--- config.mk ---
export PLATFORM = sky130hd
export DESIGN_NAME = clle_front
export DESIGN_NICKNAME = d
export VERILOG_FILES = /design/src/rtl/clle_pkg.sv /design/src/rtl/clle_front.sv
export VERILOG_INCLUDE_DIRS = /design/src /design/src/rtl
export SDC_FILE = /design/constraint.sdc
export NUM_CORES = 1
export LEC_CHECK = 0
export ABC_AREA = 1
export BUFFER_PORTS_ARGS = -buffer_cell sky130_fd_sc_hd__buf_2
export CAP_MARGIN = 30
export CORE_UTILIZATION = 40
export CTS_CLUSTER_DIAMETER = 200
export DETAILED_ROUTE_END_ITERATION = 16
export HOLD_SLACK_MARGIN = 0.02
export SETUP_SLACK_MARGIN = 0.02
export SYNTH_ARGS = -nofsm -noshare
export SYNTH_HDL_FRONTEND = slang
export SYNTH_SLANG_ARGS = --single-unit
--- constraint.sdc ---
create_clock -name i_clk -period 10.47 [get_ports i_clk]
set_input_delay 2.094 -clock i_clk [delete_from_list [all_inputs] [get_ports i_clk]]
set_output_delay 2.094 -clock i_clk [all_outputs]
set_load 0.02 [all_outputs]
--- src/rtl/cursor_linked_list_engine_assert.svh ---
// Assertion macros shared by the engine's modules.
// Each macro is a concurrent assertion clocked on the rising edge and
// disabled while the synchronous active-low reset is asserted.
`ifndef CURSOR_LINKED_LIST_ENGINE_ASSERT_SVH
`define CURSOR_LINKED_LIST_ENGINE_ASSERT_SVH
`ifndef SYNTHESIS
`define CLLE_ASSERT(label, clk, rstn, prop, msg) \
    label: assert property (@(posedge clk) disable iff (!rstn) prop) else $error(msg);
`define CLLE_NEVER(label, clk, rstn, cond, msg) \
    label: assert property (@(posedge clk) disable iff (!rstn) !(cond)) else $error(msg);
`else
`define CLLE_ASSERT(label, clk, rstn, prop, msg)
`define CLLE_NEVER(label, clk, rstn, cond, msg)
`endif
`endif

--- src/rtl/clle_pkg.sv ---
package clle_pkg;

    localparam int CELLS  = 1024;
    localparam int AW     = $clog2(CELLS);
    localparam int SW     = AW + 1;
    localparam int DW     = 32;
    localparam int CW     = 10;
    localparam int QDEPTH = 2;
    localparam int QAW    = $clog2(QDEPTH);

    localparam logic [CW-1:0] CNT_MAX = '1;

    localparam logic [3:0] FN_CREATE  = 4'd0;
    localparam logic [3:0] FN_INSERT  = 4'd1;
    localparam logic [3:0] FN_APPEND  = 4'd2;
    localparam logic [3:0] FN_DELETE  = 4'd3;
    localparam logic [3:0] FN_FIND    = 4'd4;
    localparam logic [3:0] FN_LENGTH  = 4'd5;
    localparam logic [3:0] FN_REVERSE = 4'd6;
    localparam logic [3:0] FN_CLEAR   = 4'd7;
    localparam logic [3:0] FN_DESTROY = 4'd8;
    localparam logic [3:0] FN_READ    = 4'd9;

    localparam logic [1:0] ST_OK       = 2'd0;
    localparam logic [1:0] ST_NOSPACE  = 2'd1;
    localparam logic [1:0] ST_NOTFOUND = 2'd2;

    typedef enum logic [3:0] {
        OP_CREATE, OP_INSERT, OP_APPEND, OP_DELETE, OP_FIND,
        OP_LENGTH, OP_REVERSE, OP_CLEAR, OP_DESTROY, OP_READ, OP_NOP
    } t_op;

    typedef struct packed {
        t_op             op;
        logic [AW-1:0]   head;
        logic [AW-1:0]   pos;
        logic [DW-1:0]   value;
    } t_cmd;

endpackage

--- src/rtl/clle_front.sv ---
module clle_front (
    input  logic                      i_clk,
    input  logic                      i_rst_n,
    input  logic                      i_start,
    input  logic [3:0]                i_func,
    input  logic [clle_pkg::AW-1:0]   i_list_head,
    input  logic [clle_pkg::AW-1:0]   i_position,
    input  logic [clle_pkg::DW-1:0]   i_value,
    input  logic                      i_hold,
    input  logic                      i_pop,
    output logic                      o_busy,
    output logic                      o_valid,
    output clle_pkg::t_cmd            o_cmd
);

`include "cursor_linked_list_engine_assert.svh"

    clle_pkg::t_cmd                r_q [clle_pkg::QDEPTH];
    logic [clle_pkg::QAW-1:0]      r_wp;
    logic [clle_pkg::QAW-1:0]      r_rp;
    logic [clle_pkg::QAW:0]        r_cnt;
    clle_pkg::t_op                 op;
    logic                          push;

    // Decode the function code; codes without a meaning become no-ops.
    always_comb begin
        unique case (i_func)
            clle_pkg::FN_CREATE:  op = clle_pkg::OP_CREATE;
            clle_pkg::FN_INSERT:  op = clle_pkg::OP_INSERT;
            clle_pkg::FN_APPEND:  op = clle_pkg::OP_APPEND;
            clle_pkg::FN_DELETE:  op = clle_pkg::OP_DELETE;
            clle_pkg::FN_FIND:    op = clle_pkg::OP_FIND;
            clle_pkg::FN_LENGTH:  op = clle_pkg::OP_LENGTH;
            clle_pkg::FN_REVERSE: op = clle_pkg::OP_REVERSE;
            clle_pkg::FN_CLEAR:   op = clle_pkg::OP_CLEAR;
            clle_pkg::FN_DESTROY: op = clle_pkg::OP_DESTROY;
            clle_pkg::FN_READ:    op = clle_pkg::OP_READ;
            default:              op = clle_pkg::OP_NOP;
        endcase
    end

    assign o_busy  = (r_cnt == (clle_pkg::QAW + 1)'(clle_pkg::QDEPTH)) || i_hold;
    assign push    = i_start && !o_busy;
    assign o_valid = (r_cnt != '0);
    assign o_cmd   = r_q[r_rp];

    always_ff @(posedge i_clk) begin
        if (push) begin
            r_q[r_wp] <= '{op: op, head: i_list_head, pos: i_position, value: i_value};
        end
    end

    always_ff @(posedge i_clk) begin
        if (!i_rst_n) begin
            r_wp  <= '0;
            r_rp  <= '0;
            r_cnt <= '0;
        end else begin
            if (push) begin
                r_wp <= r_wp + 1'b1;
            end
            if (i_pop) begin
                r_rp <= r_rp + 1'b1;
            end
            r_cnt <= r_cnt + (clle_pkg::QAW + 1)'(push) - (clle_pkg::QAW + 1)'(i_pop);
        end
    end

    `CLLE_NEVER(a_q_overflow, i_clk, i_rst_n, r_cnt > (clle_pkg::QAW + 1)'(clle_pkg::QDEPTH), "queue overfull")
    `CLLE_NEVER(a_q_underflow, i_clk, i_rst_n, i_pop && (r_cnt == '0), "pop from empty queue")
    `CLLE_ASSERT(a_q_push_seen, i_clk, i_rst_n, push |=> (r_cnt != '0), "accepted word lost")

endmodule

Word level (Yosys, flattened, before mapping) --
Memory sizes are Yosys's and may differ from the RTL's. A register that Yosys moved wholly into a read port is not among the register bits. Cells that the tools add are included.
Word-level totals: register bits after elaboration 4, bits in writable memories 112, memory bits (read-only) 64, input bits 61, output and inout port bits 58, logic and storage cells 18, memories kept 2
Operators by class: add/subtract/negate cells 4, equal/unequal tests 1, muxes and demuxes 4, reduce and logical (&&, ||, !) cells 4
Memory list:
- r_q | depth 2, bits a word 56, read ports 1, clocked after memory_dff 1, wr ports 1, line clle_front.sv:18 | clle_pkg::t_cmd r_q [clle_pkg::QDEPTH];
- (name not given) | depth 16, bits a word 4, read ports 1, clocked after memory_dff 0, wr ports 0, line clle_front.sv:27 | unique case (i_func)
Operators by type and width (number):
- $mux W1 | 4
- $add A1 B1 Y1 const B | 2
- $add A2 B1 Y2 | 1
- $eq A2 B2 Y1 const B | 1
- $reduce_bool A2 Y1 | 1
- $sub A2 B1 Y2 | 1
- $logic_and A1 B1 Y1 | 1
- $logic_not A1 Y1 | 1
- $logic_or A1 B1 Y1 | 1

Logic depth before layout (Yosys ltp) --
Gate-level depths: netlist of run 1.
depth after elaboration 6, mapped depth 11

Worst setup path after synthesis of run 1 --
No wires, ideal clock.
path kind input -> register, start point in i_hold, end point mem r_q[0][0] in the netlist's numbering (enable), setup time 470 ps, data arrival time 4638 ps, slack 5362 ps, cell stages on the path 3, cells stage by stage inv_1 > nand3_1 > nor2_1
Between the ends: longest elaborated chain between the ends 5
RTL lines:
- from (decl) | line clle_front.sv:9 | input logic i_hold,
- $logic_or A1 B1 Y1 | line clle_front.sv:42 | assign o_busy = (r_cnt == (clle_pkg::QAW + 1)'(clle_pkg::QDEPTH)) || i_hold;
- $logic_not A1 Y1 | line clle_front.sv:43 | assign push = i_start && !o_busy;
- $logic_and A1 B1 Y1 | line clle_front.sv:43
- $mux W1 | line clle_front.sv:48 | if (push) begin
- $mux W1 (implied by the code) | line clle_front.sv:49 | r_q[r_wp] <= '{op: op, head: i_list_head, pos: i_position, value: i_value};
- to (decl) | line clle_front.sv:18
No other way between the ends.

Final worst setup path of run 1 --
start point in i_hold, end point out o_busy
Between the ends: longest elaborated chain between the ends 1
RTL lines:
- $logic_or A1 B1 Y1 | line clle_front.sv:42
- to (decl) | line clle_front.sv:11 | output logic o_busy,
No other way between the ends.

==> results of run 1 <==
-- final timing paths --
| check | startpoint | to | slack [ns] | cells past startpoint |
|---|---|---|---|---|
| min | r_rp | r_rp | 0.50 | 2 |
| max reg2reg | r_cnt[0] | r_q[0][18] | 8.32 | 5 |
| max | i_hold | o_busy | 5.91 | 4 |
| min reg2reg | r_rp | r_rp | 0.50 | 2 |
-- cell usage in the layout (no fill, tap or decap) --
master / n
a21oi_1: 2
buf_16: 1
buf_2: 118
buf_4: 2
bufinv_16: 3
clkbuf_1: 1
clkbuf_16: 16
clkbuf_8: 1
clkinv_1: 2
clkinv_2: 3
clkinv_4: 3
clkinvlp_4: 3
dfxtp_1: 4
dfxtp_4: 1
edfxtp_1: 112
ha_1: 2
inv_1: 11
inv_2: 1
mux2_2: 16
mux2_4: 40
nand2_1: 11
nand3_1: 2
nand4_1: 1
nor2_1: 6
nor2_4: 1
o21ai_0: 1
o21bai_1: 1
-- per-stage QoR --
step                      std cells  hold WS (ns)  power, mW  area, µm²
after floorplan                 218        0.4635     0.6303       4482
after detailed placement        473        0.4959     0.6703       5240
after global placement          472        0.4768     0.6666       5213
after CTS                       505        0.5091      1.230       5819
after global routing            505        0.5458      1.261       5819
final                           505        0.4974      1.213       5819
-- state kept, by name (all words and copies together), names as in the netlist, named ones only --
register	flops
r_q	112
r_cnt	2
r_wp	1
r_rp	1
-- power by group --
part	switching, mW	internal (mW)
registers	0.00864	0.536
logic	0.0627	0.0511
clock network	0.195	0.359
-- metal layers --
layer  vias up  global-route usage, %  share of wire, %  routed length, µm
met5         -                      0                 0                  0
met4         0                  7.045               1.8                132
met3        15                  6.961               8.5                630
met2        82                  21.57                48               3545
met1      1134                  15.53                42               3065
li1       1105                      -                 -                  -
-- kinds of logic (layout without fill, tap and decap cells) --
logic type | Yosys count | after routing | share of synthesized area [%]
adders and majority gates | 2 | 2 | 0.5583
AOI/OAI and AO/OA | 4 | 4 | 0.5025
and+or+nand+nor | 21 | 21 | 1.871
DFF | 117 | 117 | 77.28
buffers and inverters | 18 | 165 | 2.373
muxes | 56 | 56 | 17.42
-- layout make-up --
type	instances	area (µm²)	share of cell area, %
timing repair buffer	121	633.1	10.88
tap	140	175.2	3.010
clock buffer	18	417.9	7.181
multi-input combinational	83	919.6	15.80
inverter	12	45.04	0.7740
sequential	117	3467	59.58
clock inverter	14	161.4	2.774
-- critical path, delay by kind of cell --
| kind | cells | cell delay, ns |
|---|---|---|
| simple gates | 1 | 0.05 |
| buf+inv | 3 | 0.32 |
==> impl_metrics.toml, run 1 <==
[yosys]
synthArstFlopShare_pct = 0
synth_warnings = 0
synth_commonest_cells = "edfxtp_1, mux2_4, mux2_2, inv_1, nand2_1"
yosys.area.top_type = "edfxtp_1"
synth_area_per_cell_um2 = 20.56
synth_cells = 218
synth.distinct_cells = 15
synth_top_area_share_pct = 75.04
synth-seq-cells = 117
yosysMostFrequentCell = "edfxtp_1"
synth_edf_count = 112
synth.cell_area_mm2 = 0.004482
ys_seq_area_share_pct = 77.28
synthTopCellsByArea = "edfxtp_1, mux2_4, mux2_2"
synth_ff_type = "edfxtp_1"
syn_nets = 281

[sta]
tightest_slew_ns = 0.7052
setup_tns_ns = 0
setup_viol = 0
rsz0062_at_grt = "false"
fmax_ghz = 0.2191
report.final.hold_viol_count = 0
maxSlewViolCount = 0
relSlewSlack_pct = 52.87
finalCritPeriodShare_pct = 43.59
finalCriticalPeriod_ns = 4.564
setup_ws_ns = 5.906
clock_skew_ns = 0.004872

[run]
max_cap_violations = 0

[die]
rows = 38
start_util_pct = 41.16
die_height_um = 107.9
die_area_mm2 = 0.01163
die_w_um = 107.9
core_area_mm2 = 0.01089
io_pins = 119

[grt]
antenna_found_initial = 0
grt_pass1_wl_mm = 11.47
overflow = 0
grt_pass1_vias = 2423
grt_max_degree = 34
track_usage_pct = 13.82

[route]
routed_wl_mm = 7.374
drt-initial-drc-count = 55
drc = 0
ant_nets = 0
wl_per_cell_um = 14.60
viasPerCell = 4.626
dr.pass1.iters = 4
vias = 2336

[clocking]
cts.clk_slew.worst_paths_ns = 0.05
ctsHoldBuffers = 0
cts_resized = 0
clock_latency_ns = 0.51
cts.sinks = 117
htreeDepth = 4
cts_buffers = 17
cts_setup_buffers = 0
clockBufferDepth = 2
ctsRootBufferMaster = "clkbuf_8"
cts_tree = "yes"

[critical_path]
critPathRequiredTime_ns = 8.38
setup.worst_path.end_class = "output port"
cp.arrival_ns = 2.47
path_cells = "buf_2 > inv_1 > nand2_1 > buf_2"
crit_fanout = 3
cpMaxStageDelayCell = "buf_2"
path_class = "primary input to output port"
cpPeakStageDelay_ns = 0.15
cp_common_cell = "buf_2"
start_kind = "primary input"

[place]
post-dp-hpwl_mm = 4.777
pre_cts_ws_ns = 5.908
port_buffers = 118
gp_congestion = 0.7408

[layout]
antennaDiodeCount = 0
nFillCells = 900
num-nets-final = 415
area_growth_pct = 29.84
fin_util_pct = 53.45
drive_gt1_share_pct = 57.26

[power_and_ir_drop]
power_leakage_nw = 2.322
ir_drop_v = 0.0001102
power_density_mw_per_mm2 = 208.5

[run_status]
status = "finished, final reports clean"

[worst_hold_path]
hp-class = "flip-flop to flip-flop"
(Power assumes the default switching activity.)
==> inputs of run 2 (changes only) <==
==> constraint.sdc (replaced) <==
create_clock -name i_clk -period 4.4 [get_ports i_clk]
set_input_delay 0.88 -clock i_clk [delete_from_list [all_inputs] [get_ports i_clk]]
set_output_delay 0.88 -clock i_clk [all_outputs]
set_load 0.02 [all_outputs]
==> run 2 against run 1 <==
Clock power grew 140%. Clock-buffer cell count shrank 1. Die area is the same. Cell count is the same. Critical path type is now flip-flop to output port. Non-clock buffer count is the same. Hold slack gained 0.016 ns. Largest power group unchanged. Power grew 140%. Sequential cell count is the same. Worst setup slack lost 4.3 ns.
==> impl_metrics.toml, run 2 (same netlist as run 1, synthesis figures left out) <==
[layout]
nFillCells = 924
top_regs = "r_q: 112 flops, r_cnt: 2 flops"
regMostFlops = "r_q"
final_cells = 505
num-nets-final = 415
fin_area_mm2 = 0.005847
area_growth_pct = 30.46
drive_gt1_share_pct = 58.08
final_common_cell = "buf_2"
multi_input_area_um2 = 919.6
fin_util_pct = 53.70
final_cell_mix = "buf_2, edfxtp_1, mux2_4, mux2_2, clkbuf_16"
regArea_mm2 = 0.003467
largest_reg_flops = 112
antennaDiodeCount = 0

[clocking]
htreeDepth = 4
ctsHoldBuffers = 0
cts_setup_buffers = 0
cts.sinks = 117
cts_tree = "yes"
cts.clk_slew.worst_paths_ns = 0.05
clockBufferDepth = 2
ctsRootBufferMaster = "clkbuf_8"
cts_buffers = 17
clock_latency_ns = 0.49
cts_resized = 0

[place]
gp_congestion = 0.6700
port_buffers = 118
post-dp-hpwl_mm = 4.775
placed_cells = 472
dpl_cell_area_mm2 = 0.005225

[critical_path]
path_cells = "buf_16 > mux2_2 > buf_2"
cpPeakStageDelay_ns = 0.61
cpMaxStageDelayCell = "dfxtp_4"
path_class = "flip-flop to output port"
cp.arrival_ns = 1.95
start_kind = "flip-flop"
crit_fanout = 37
critPathRequiredTime_ns = 3.52
setup.worst_path.end_class = "output port"

[route]
dr.pass1.iters = 4
vias = 2302
ant_nets = 0
drc = 0
wl_per_cell_um = 14.85
viasPerCell = 4.558
drt-initial-drc-count = 75
routed_wl_mm = 7.497

[sta]
setup_viol = 0
rsz0062_at_grt = "false"
clock_skew_ns = 0.006281
tightest_slew_ns = 0.8050
finalCriticalPeriod_ns = 2.825
report.final.hold_viol_count = 0
setup_tns_ns = 0
finalCritPeriodShare_pct = 64.21
maxSlewViolCount = 0
relSlewSlack_pct = 46.20
fmax_ghz = 0.3540

[die]
core_area_mm2 = 0.01089
io_pins = 119
die_height_um = 107.9
die_w_um = 107.9
rows = 38
die_area_mm2 = 0.01163
start_util_pct = 41.16

[grt]
grt_max_degree = 57
track_usage_pct = 13.75
grt_pass1_vias = 2396
antenna_found_initial = 1
grt_pass1_wl_mm = 11.52
overflow = 0

[run_status]
status = "finished, final reports clean"

[run]
max_cap_violations = 0

[power_and_ir_drop]
power_density_mw_per_mm2 = 498.6
ir_drop_v = 0.0003055
power.total_mw = 2.915
power_leakage_nw = 2.323

[worst_hold_path]
hp-class = "flip-flop to flip-flop"
run 2: changes by cell type in the layout (fill, tap and decap cells not counted), moves of 2 or more:
cell        delta
clkinv_4       -2
inv_6          +3
clkinvlp_4     +3
clkinv_1       -2
run 2: stage by stage:
step / hold WS [ns] / setup slack, ns
6_report: 0.5131 / 1.575
5_1_grt: 0.5366 / 1.471
2_1_floorplan: 0.4635 / 0.5058
3_5_place_dp: 0.4859 / 1.752
3_3_place_gp: 0.4770 / 1.788
4_1_cts: 0.5093 / 1.340
run 2: layer usage:
| metal | global-route usage, % | vias to the layer above | share of wire [%] |
|---|---|---|---|
| met5 | 0 | - | 0.11 |
| met4 | 6.751 | 2 | 1.2 |
| met3 | 5.024 | 10 | 6.6 |
| met2 | 22.39 | 80 | 48 |
| met1 | 16.01 | 1106 | 44 |
| li1 | - | 1104 | - |
run 2: where the power goes:
part           switching [mW]  leakage, nW  internal [mW]
clock network           0.479        0.273          0.865
registers              0.0203         1.07           1.28
logic                   0.151        0.983          0.124
run 2: area by class of cell:
cell class                 count  share of cell area [%]
timing repair buffer         121                   11.04
multi-input combinational     83                   15.73
tap                          140                   2.996
clock buffer                  17                   7.083
inverter                      12                  0.7704
clock inverter                15                   3.082
sequential                   117                   59.30
run 2: worst paths after layout:
path	endpoint	from	slack (ns)	depth (start not counted)
worst max-delay path	o_cmd[53]	flip-flop	1.57	3
worst min-delay path	r_rp	r_rp	0.51	2
worst max register to register	r_q[1][26]	r_cnt[0]	2.44	5
worst min register to register	r_rp	r_rp	0.51	2
run 2: worst max-delay path: cells and delay by family (launching register included):
kind / cells / cell delay (ns)
muxes: 1 / 0.38
buffers and inverters: 2 / 0.47
DFF: 1 / 0.61
